**config.mk**
```make
export PLATFORM = sky130hd
export DESIGN_NAME = strict_priority_multi_fifo
export DESIGN_NICKNAME = d
export VERILOG_FILES = /design/src/hdl/spmf_pkg.sv /design/src/hdl/spmf_ram.sv /design/src/hdl/spmf_ctrl.sv /design/src/hdl/strict_priority_multi_fifo.sv
export SDC_FILE = /design/constraint.sdc
export NUM_CORES = 2
export LEC_CHECK = 0
export BUFFER_PORTS_ARGS = -buffer_cell sky130_fd_sc_hd__buf_2
export CAP_MARGIN = 20
export CORE_MARGIN = 4
export CORE_UTILIZATION = 52
export CTS_BUF_LIST = sky130_fd_sc_hd__clkbuf_4 sky130_fd_sc_hd__clkbuf_8
export DETAILED_ROUTE_END_ITERATION = 7
export PLACE_DENSITY = 0.66
export SETUP_SLACK_MARGIN = 0.5
export SLEW_MARGIN = 25
export SYNTH_ARGS = -nofsm -noshare
export SYNTH_HDL_FRONTEND = slang
export SYNTH_HIERARCHICAL = 1
export SYNTH_SLANG_ARGS = --single-unit
```
**constraint.sdc**
```tcl
create_clock -name aclk -period 11.9 [get_ports aclk]
set_input_delay 1.785 -clock aclk [delete_from_list [all_inputs] [get_ports aclk]]
set_output_delay 1.785 -clock aclk [all_outputs]
set_load 0.03 [all_outputs]
```
**src/hdl/spmf_pkg.sv**
```systemverilog
// shared types, sizes and codes of the strict priority multi-level queue
`timescale 1ns / 1ps
package spmf_pkg;

    localparam int MAX_LEVELS  = 8;
    localparam int LEVEL_DEPTH = 16;
    localparam int ITEM_WIDTH  = 32;

    localparam int SLOTS   = MAX_LEVELS * LEVEL_DEPTH;
    localparam int LVL_W   = (MAX_LEVELS > 1) ? $clog2(MAX_LEVELS) : 1;
    localparam int PTR_W   = $clog2(LEVEL_DEPTH);
    localparam int CNT_W   = $clog2(LEVEL_DEPTH + 1);
    localparam int TOTAL_W = $clog2(SLOTS + 1);
    localparam int ADDR_W  = $clog2(SLOTS);

    localparam int APB_ADDR_W = 3;
    localparam int APB_DATA_W = 32;

    // register indexes
    localparam logic REG_LEVELS_IN_USE = 1'b0;
    localparam logic [3:0] LEVELS_RESET = 4'd8;

    // operation codes
    localparam logic [1:0] OP_PUSH  = 2'd0;
    localparam logic [1:0] OP_POP   = 2'd1;
    localparam logic [1:0] OP_CLOSE = 2'd2;

    // status codes
    localparam logic [2:0] ST_OK           = 3'd0;
    localparam logic [2:0] ST_EMPTY_OPEN   = 3'd1;
    localparam logic [2:0] ST_EMPTY_CLOSED = 3'd2;
    localparam logic [2:0] ST_DROP_CLOSED  = 3'd3;
    localparam logic [2:0] ST_DROP_FULL    = 3'd4;

    typedef struct packed {
        logic [1:0]        op;
        logic [31:0]       payload;
        logic signed [7:0] priority_req;
    } req_t;

    typedef struct packed {
        logic        item_valid;
        logic [31:0] item_out;
        logic [2:0]  status;
        logic [7:0]  total_count;
    } rsp_t;

    // slot memory access issued by the control stage
    typedef struct packed {
        logic                  wr_en;
        logic [ADDR_W-1:0]     wr_addr;
        logic [ITEM_WIDTH-1:0] wr_data;
        logic                  rd_en;
        logic [ADDR_W-1:0]     rd_addr;
    } ram_req_t;

    // per-item result fields waiting for the slot read
    typedef struct packed {
        logic       pop_ok;
        logic [2:0] status;
        logic [7:0] total_count;
    } meta_t;

endpackage

```
**src/hdl/spmf_ram.sv**
```systemverilog
// generic single write port, single read port ram with registered read
`timescale 1ns / 1ps
module spmf_ram #(
    parameter int WIDTH = 32,
    parameter int DEPTH = 128
) (
    input  logic                     aclk,
    input  logic                     wr_en,
    input  logic [$clog2(DEPTH)-1:0] wr_addr,
    input  logic [WIDTH-1:0]         wr_data,
    input  logic                     rd_en,
    input  logic [$clog2(DEPTH)-1:0] rd_addr,
    output logic [WIDTH-1:0]         rd_data
);

    logic [WIDTH-1:0] mem [DEPTH];
    logic [WIDTH-1:0] rd_data_reg;

    always_ff @(posedge aclk) begin
        if (wr_en) begin
            mem[wr_addr] <= wr_data;
        end
        if (rd_en) begin
            rd_data_reg <= mem[rd_addr];
        end
    end

    assign rd_data = rd_data_reg;

endmodule

```
**src/hdl/spmf_ctrl.sv**
```systemverilog
// level bookkeeping: clamp, priority encode, pointer and count update
`timescale 1ns / 1ps
module spmf_ctrl (
    input  logic              aclk,
    input  logic              aresetn,
    input  logic              req_fire,
    input  spmf_pkg::req_t    req,
    input  logic [3:0]        levels_in_use,
    output spmf_pkg::ram_req_t ram_req,
    output spmf_pkg::meta_t   meta
);
    import spmf_pkg::*;

    logic [CNT_W-1:0]   count_reg [MAX_LEVELS];
    logic [CNT_W-1:0]   count_next [MAX_LEVELS];
    logic [PTR_W-1:0]   head_reg [MAX_LEVELS];
    logic [PTR_W-1:0]   head_next [MAX_LEVELS];
    logic [PTR_W-1:0]   tail_reg [MAX_LEVELS];
    logic [PTR_W-1:0]   tail_next [MAX_LEVELS];
    logic [TOTAL_W-1:0] held_reg, held_next;
    logic               closed_reg, closed_next;
    meta_t              meta_reg, meta_next;

    logic [LVL_W-1:0] top_lvl, push_lvl, pop_lvl, sel_lvl;
    logic             pop_found;
    logic [CNT_W-1:0] sel_cnt;
    logic [PTR_W-1:0] sel_head, sel_tail, sel_ptr_inc;

    always_comb begin
        // highest usable level from the register
        if (levels_in_use == 4'd0) begin
            top_lvl = '0;
        end else if (int'(levels_in_use) > MAX_LEVELS) begin
            top_lvl = LVL_W'(MAX_LEVELS - 1);
        end else begin
            top_lvl = LVL_W'(levels_in_use - 4'd1);
        end

        if (req.priority_req[7]) begin
            push_lvl = '0;
        end else if (int'(req.priority_req[6:0]) > int'(top_lvl)) begin
            push_lvl = top_lvl;
        end else begin
            push_lvl = LVL_W'(req.priority_req[6:0]);
        end

        // ascending scan, last hit is the highest non-empty level
        pop_found = 1'b0;
        pop_lvl   = '0;
        for (int i = 0; i < MAX_LEVELS; i++) begin
            if (count_reg[i] != '0) begin
                pop_found = 1'b1;
                pop_lvl   = LVL_W'(i);
            end
        end

        sel_lvl  = (req.op == OP_POP) ? pop_lvl : push_lvl;
        sel_cnt  = count_reg[sel_lvl];
        sel_head = head_reg[sel_lvl];
        sel_tail = tail_reg[sel_lvl];
        sel_ptr_inc = (req.op == OP_POP) ? sel_head : sel_tail;
        if (sel_ptr_inc == PTR_W'(LEVEL_DEPTH - 1)) begin
            sel_ptr_inc = '0;
        end else begin
            sel_ptr_inc = sel_ptr_inc + 1'b1;
        end
    end

    always_comb begin
        count_next  = count_reg;
        head_next   = head_reg;
        tail_next   = tail_reg;
        held_next   = held_reg;
        closed_next = closed_reg;
        ram_req     = '0;
        ram_req.wr_addr = ADDR_W'(int'(sel_lvl) * LEVEL_DEPTH + int'(sel_tail));
        ram_req.wr_data = ITEM_WIDTH'(req.payload);
        ram_req.rd_addr = ADDR_W'(int'(sel_lvl) * LEVEL_DEPTH + int'(sel_head));
        // held item keeps its fields until a new one arrives
        meta_next        = meta_reg;

        if (req_fire) begin
            meta_next.pop_ok = 1'b0;
            meta_next.status = ST_OK;
            case (req.op)
                OP_PUSH: begin
                    if (closed_reg) begin
                        meta_next.status = ST_DROP_CLOSED;
                    end else if (int'(sel_cnt) >= LEVEL_DEPTH) begin
                        meta_next.status = ST_DROP_FULL;
                    end else begin
                        ram_req.wr_en       = 1'b1;
                        tail_next[sel_lvl]  = sel_ptr_inc;
                        count_next[sel_lvl] = sel_cnt + 1'b1;
                        held_next           = held_reg + 1'b1;
                    end
                end
                OP_POP: begin
                    if (!pop_found) begin
                        meta_next.status = closed_reg ? ST_EMPTY_CLOSED : ST_EMPTY_OPEN;
                    end else begin
                        ram_req.rd_en       = 1'b1;
                        meta_next.pop_ok    = 1'b1;
                        head_next[sel_lvl]  = sel_ptr_inc;
                        count_next[sel_lvl] = sel_cnt - 1'b1;
                        held_next           = held_reg - 1'b1;
                    end
                end
                OP_CLOSE: begin
                    closed_next = 1'b1;
                end
                default: begin
                end
            endcase
            meta_next.total_count = 8'(held_next);
        end
    end

    always_ff @(posedge aclk) begin
        if (!aresetn) begin
            for (int i = 0; i < MAX_LEVELS; i++) begin
                count_reg[i] <= '0;
                head_reg[i]  <= '0;
                tail_reg[i]  <= '0;
            end
            held_reg   <= '0;
            closed_reg <= 1'b0;
        end else begin
            count_reg  <= count_next;
            head_reg   <= head_next;
            tail_reg   <= tail_next;
            held_reg   <= held_next;
            closed_reg <= closed_next;
        end
    end

    always_ff @(posedge aclk) begin
        meta_reg <= meta_next;
    end

    assign meta = meta_reg;

endmodule

```
**src/hdl/strict_priority_multi_fifo.sv**
```systemverilog
// top level of the strict priority multi-level queue
`timescale 1ns / 1ps
// usage
// - s_ channel takes one request item per cycle: push, pop or close, with
//   payload and signed priority; the push priority is clamped into the
//   active level range set by levels_in_use (apb register at byte 0)
// - m_ channel returns exactly one result item per request: popped word,
//   status code and the number of words held after that request
// - pops take the oldest word of the highest non-empty level, including
//   levels above a lowered levels_in_use
// - a request's control stage update and slot read are registered when it
//   is accepted; its result then moves into the result reg once that is
//   free and shows on m_
// - throughput: one item every cycle while m_ready is high; the slot ram
//   has one write and one read port; a request uses at most one of them
// - when the receiver stalls, the result register and the control stage
//   both fill, then s_ready drops; no item is lost or repeated
// - reset (aresetn low, synchronous) empties all levels, reopens the queue
//   and sets levels_in_use to 8; slot contents are not cleared
module strict_priority_multi_fifo (
    input  logic                               aclk,
    input  logic                               aresetn,
    // request channel
    input  logic                               s_valid,
    output logic                               s_ready,
    input  spmf_pkg::req_t                     s_data,
    // result channel
    output logic                               m_valid,
    input  logic                               m_ready,
    output spmf_pkg::rsp_t                     m_data,
    // configuration port
    input  logic                               psel,
    input  logic                               penable,
    input  logic                               pwrite,
    input  logic [spmf_pkg::APB_ADDR_W-1:0]    paddr,
    input  logic [spmf_pkg::APB_DATA_W-1:0]    pwdata,
    output logic [spmf_pkg::APB_DATA_W-1:0]    prdata,
    output logic                               pready
);
    import spmf_pkg::*;

    logic [3:0] levels_reg;
    logic       s_fire;
    logic       p1_valid_reg, p1_valid_next;
    logic       out_valid_reg, out_valid_next;
    logic       p1_advance;
    rsp_t       out_reg, out_next;
    ram_req_t   ram_req;
    meta_t      meta;
    logic [ITEM_WIDTH-1:0] rd_data;

    // config register, word index is paddr[2]
    assign pready = 1'b1;
    assign prdata = (paddr[2] == REG_LEVELS_IN_USE) ?
                    APB_DATA_W'(levels_reg) : '0;

    always_ff @(posedge aclk) begin
        if (!aresetn) begin
            levels_reg <= LEVELS_RESET;
        end else if (psel && penable && pwrite && pready &&
                     paddr[2] == REG_LEVELS_IN_USE) begin
            levels_reg <= pwdata[3:0];
        end
    end

    // stage 1 moves into the result register when that one is free
    assign p1_advance = p1_valid_reg && (!out_valid_reg || m_ready);
    assign s_ready    = !p1_valid_reg || p1_advance;
    assign s_fire     = s_valid && s_ready;

    spmf_ctrl u_ctrl (
        .aclk          (aclk),
        .aresetn       (aresetn),
        .req_fire      (s_fire),
        .req           (s_data),
        .levels_in_use (levels_reg),
        .ram_req       (ram_req),
        .meta          (meta)
    );

    // slot store, one region of LEVEL_DEPTH words per level
    spmf_ram #(
        .WIDTH (ITEM_WIDTH),
        .DEPTH (SLOTS)
    ) u_slots (
        .aclk    (aclk),
        .wr_en   (ram_req.wr_en),
        .wr_addr (ram_req.wr_addr),
        .wr_data (ram_req.wr_data),
        .rd_en   (ram_req.rd_en),
        .rd_addr (ram_req.rd_addr),
        .rd_data (rd_data)
    );

    always_comb begin
        p1_valid_next = p1_valid_reg;
        if (s_fire) begin
            p1_valid_next = 1'b1;
        end else if (p1_advance) begin
            p1_valid_next = 1'b0;
        end

        out_valid_next = out_valid_reg;
        out_next       = out_reg;
        if (p1_advance) begin
            out_valid_next       = 1'b1;
            out_next.item_valid  = meta.pop_ok;
            out_next.item_out    = meta.pop_ok ? 32'(rd_data) : 32'd0;
            out_next.status      = meta.status;
            out_next.total_count = meta.total_count;
        end else if (m_ready) begin
            out_valid_next = 1'b0;
        end
    end

    always_ff @(posedge aclk) begin
        if (!aresetn) begin
            p1_valid_reg  <= 1'b0;
            out_valid_reg <= 1'b0;
        end else begin
            p1_valid_reg  <= p1_valid_next;
            out_valid_reg <= out_valid_next;
        end
    end

    // result payload, no reset needed
    always_ff @(posedge aclk) begin
        out_reg <= out_next;
    end

    assign m_valid = out_valid_reg;
    assign m_data  = out_reg;

endmodule
```
==> reports/summary.txt <==
====================================================================================
Result of the run                                                       complete, no violations
Path depth of the worst reg2reg path                                              19
Sequence of cells on the critical path                                  inv_1 > ha_1 > nor2b_1 > o21ai_0 > ha_1 > and3b_1 > o21a_1 > or4_1 > nand3_2 > nand2_2 > inv_8 > nand4_1 > a31o_2 > nor2_1 > buf_4 > nor2b_1 > nand3_2 > nor2_4 > buf_4
Kind of launch point of the worst setup path                                    flop
Most numerous cell in the Yosys netlist                                     edfxtp_1
Worst setup startpoint                                                  levels_reg[0]$_SDFFE_PN0P_
Setup total negative slack                                                      0 ns
Count of warnings emitted by yosys                                                 6
Synthesized area                                                        166,000 um^2
First-pass GRT wire length                                                581,000 um
Largest net degree at the start of global routing                                100
Starting Density                                                               52.2%
Total global routing overflow                                                      0
Final Wtd Congestion                                                           0.844
Least-Margin Pin Slew                                                        1.08 ns
Required time of the critical path                                          12.75 ns
Count of TritonRoute iterations in the first routing pass                          6
Flip-flop and latch count after synthesis                                      4,303
Reg-to-reg endpoint                                                     u_slots/mem[46][23]$_DFFE_PP_
DRC violation count after routing                                                  0
Final setup vio count                                                              0
CP Buf/Inv Count                                                                   4
Crit share post-route                                                          66.1%
Routed wire length                                                        409,000 um
Share of flip-flops with an asynchronous set or reset after synthesis             0%
Number of placed instances with taps included                                 11,097
Power density relative to cell area                                      183 nW/um^2
TritonCTS clock tree                                                            done
Clock-pin transition on the worst setup and hold timing paths                0.06 ns
Cell variety after synth                                                          87
Vias/cell                                                                       6.40
Global-route usage over all layers                                             25.0%
Proportion of netlist area held by the largest area contributor                75.8%
Number of buffers inserted during clock tree synthesis                           664
Leakage Power                                                              0.0574 uW
Number of antenna violations at the first check in global routing                 43
Total of hold buffers inserted after clock tree synthesis                          0
Average size of a mapped cell                                              23.9 um^2
Net count reported at finish                                                   7,680
Worst-skew pair later-pin latency                                            1.19 ns
Vias in the first global route                                                79,440
Setup crit end                                                          u_slots/mem[46][23]$_DFFE_PP_
Path type of the worst min-delay path                                   flop to flop
Rel. slew slack                                                                27.3%
Levels on crit path                                                               19
Die boundary height                                                           573 um
Total of max-cap violations                                                        0
Final Hold Fails                                                                   0
Number of enable flip-flop cells after synthesis                               4,184
TritonCTS sink count                                                           4,303
Data arrival time of the critical path                                       8.72 ns
Cell with the largest stage delay on the worst path                           nor2_4
Clock skew after layout                                                    0.0579 ns
Synth cell count leaders                                                edfxtp_1 (4,184), mux4_2 (1,344), clkbuf_1 (211)
Post-CTS setup buffer count                                                        0
Final-report max-slew violation count                                              0
Post-Synthesis Cells                                                           6,937
Max FFs per register                                                           4,096
Die outline width                                                             573 um
Post-detailed-placement half-perimeter wirelength                         233,000 um
Largest delay contributor family on the critical path                   simple AND/OR/NAND/NOR gates
Seq/Total Area, Yosys                                                          77.2%
Timing-limited maximum frequency                                             127 MHz
Delay of the slowest critical-path stage                                     1.08 ns
Number of port buffers                                                           103
Violation count after the first detailed-route iteration                      10,826
Number of nets with antenna violations after routing                               0
Peak supply drop                                                              115 uV
Area Growth Syn to Fin                                                         12.2%
Via count of the routed design                                                78,693
Fill cells                                                                    22,025
R2R Path Start                                                          levels_reg[0]$_SDFFE_PN0P_
DIE AREA                                                                328,000 um^2
Top-Level Pins                                                                   163
CP Class                                                                flop to flop
Average wire per standard cell                                               33.2 um
CTS max path bufs                                                                  4
Maximum fanout encountered on the critical timing path                            62
Fraction of final layout cells with drive strength greater than 1              36.5%
Fin crit period                                                              7.87 ns
Worst setup timing slack at the placement stage                              2.91 ns
Worst Setup End Kind                                                            flop
H-Tree Level Count                                                                 6
RSZ-0062 raised after global routing                                           false
CTS-repair resized insts                                                           0
Setup slack of the worst register-to-register path                           4.03 ns
Standard-cell rows                                                               207
Cell accounting for the most synthesized area                               edfxtp_1
Final instance count without filler cells                                     12,291
Final hold slack                                                            0.397 ns
Least setup slack across all paths after layout                              4.03 ns
Top FF cell, synth                                                          edfxtp_1
Synth top area cells                                                    edfxtp_1 (76%), mux4_2 (18%), dfxtp_1 (1.4%)
Clock Root Buffer                                                           clkbuf_8
Core area                                                               318,000 um^2
====================================================================================
==> worst min path at each step <==
stage                                             start                   end  slack [ns]  depth (start not counted)
after floorplan                u_ctrl/meta[0]$_DFFE_PP_   m_data[0]$_DFFE_PP_        0.40                          0
after global placement     u_ctrl/meta[8]$_SDFFCE_PP0P_   m_data[8]$_DFFE_PP_        0.40                          0
after detailed placement       u_ctrl/meta[5]$_DFFE_PP_   m_data[5]$_DFFE_PP_        0.40                          0
after CTS                      u_ctrl/meta[6]$_DFFE_PP_   m_data[6]$_DFFE_PP_        0.42                          0
after global routing           u_ctrl/meta[1]$_DFFE_PP_   m_data[1]$_DFFE_PP_        0.42                          0
final                     u_ctrl/meta[10]$_SDFFCE_PP0P_  m_data[10]$_DFFE_PP_        0.40                          0
==> stage by stage <==
step	utilization [%]	area, um^2	total power [uW]
2_1_floorplan	-	166000	20600
3_3_place_gp	54.5	173000	22500
3_5_place_dp	54.5	173000	22600
4_1_cts	58.5	186000	34200
5_1_grt	58.5	186000	35200
6_report	58.5	186000	34000
==> kinds of logic (layout without fill, tap and decap cells) <==
group / Yosys count / in the layout / share of synthesized area (%)
buffers and inverters: 452 / 1568 / 1.28
adders and majority gates: 9 / 9 / 0.0679
DFF: 4303 / 4303 / 77.2
muxes: 1428 / 1428 / 18.8
other: 2 / 60 / 0.00453
and+or+nand+nor: 504 / 504 / 1.51
AOI/OAI and AO/OA: 224 / 224 / 1.02
xor gates and xnor gates: 15 / 15 / 0.0838
==> final cells by class <==
type                    instances  area (um^2)  area share, %
multi-input cells            2209        36800           19.8
well taps                    4180         5230           2.81
clock buffers                 901        11100           5.94
clock inverters               258         1460          0.784
repair buffers                387         3310           1.78
inverters                      22         93.8         0.0504
diodes                         31         77.6         0.0417
flip-flops and latches       4303       128000           68.8
==> layout by cell type, fill, tap and decap left out, drive strengths merged, types with 43 or more instances in the layout <==
cell / n
nor2: 158
clkbuf: 901
mux2: 45
o21ai: 43
nand2: 126
nand3: 47
edfxtp: 4184
dfxtp: 119
mux4: 1344
buf: 387
clkinv: 213
==> layer usage <==
metal / routed length (um) / up-vias / GRT usage [%] / share of wire, %
met5: 73 / - / 0 / 0.018
met4: 8640 / 10 / 6.07 / 2.1
met3: 42000 / 594 / 5.91 / 10
met2: 197000 / 4093 / 39.0 / 48
met1: 161000 / 42782 / 36.2 / 39
li1: - / 31214 / - / -
==> power breakdown <==
group,internal [uW],switching [uW],leakage (uW)
Sequential,16700,30.5,0.0386
Clock,6160,5560,0.00659
Combinational,2450,3080,0.0122
(Power assumes the default switching activity.)
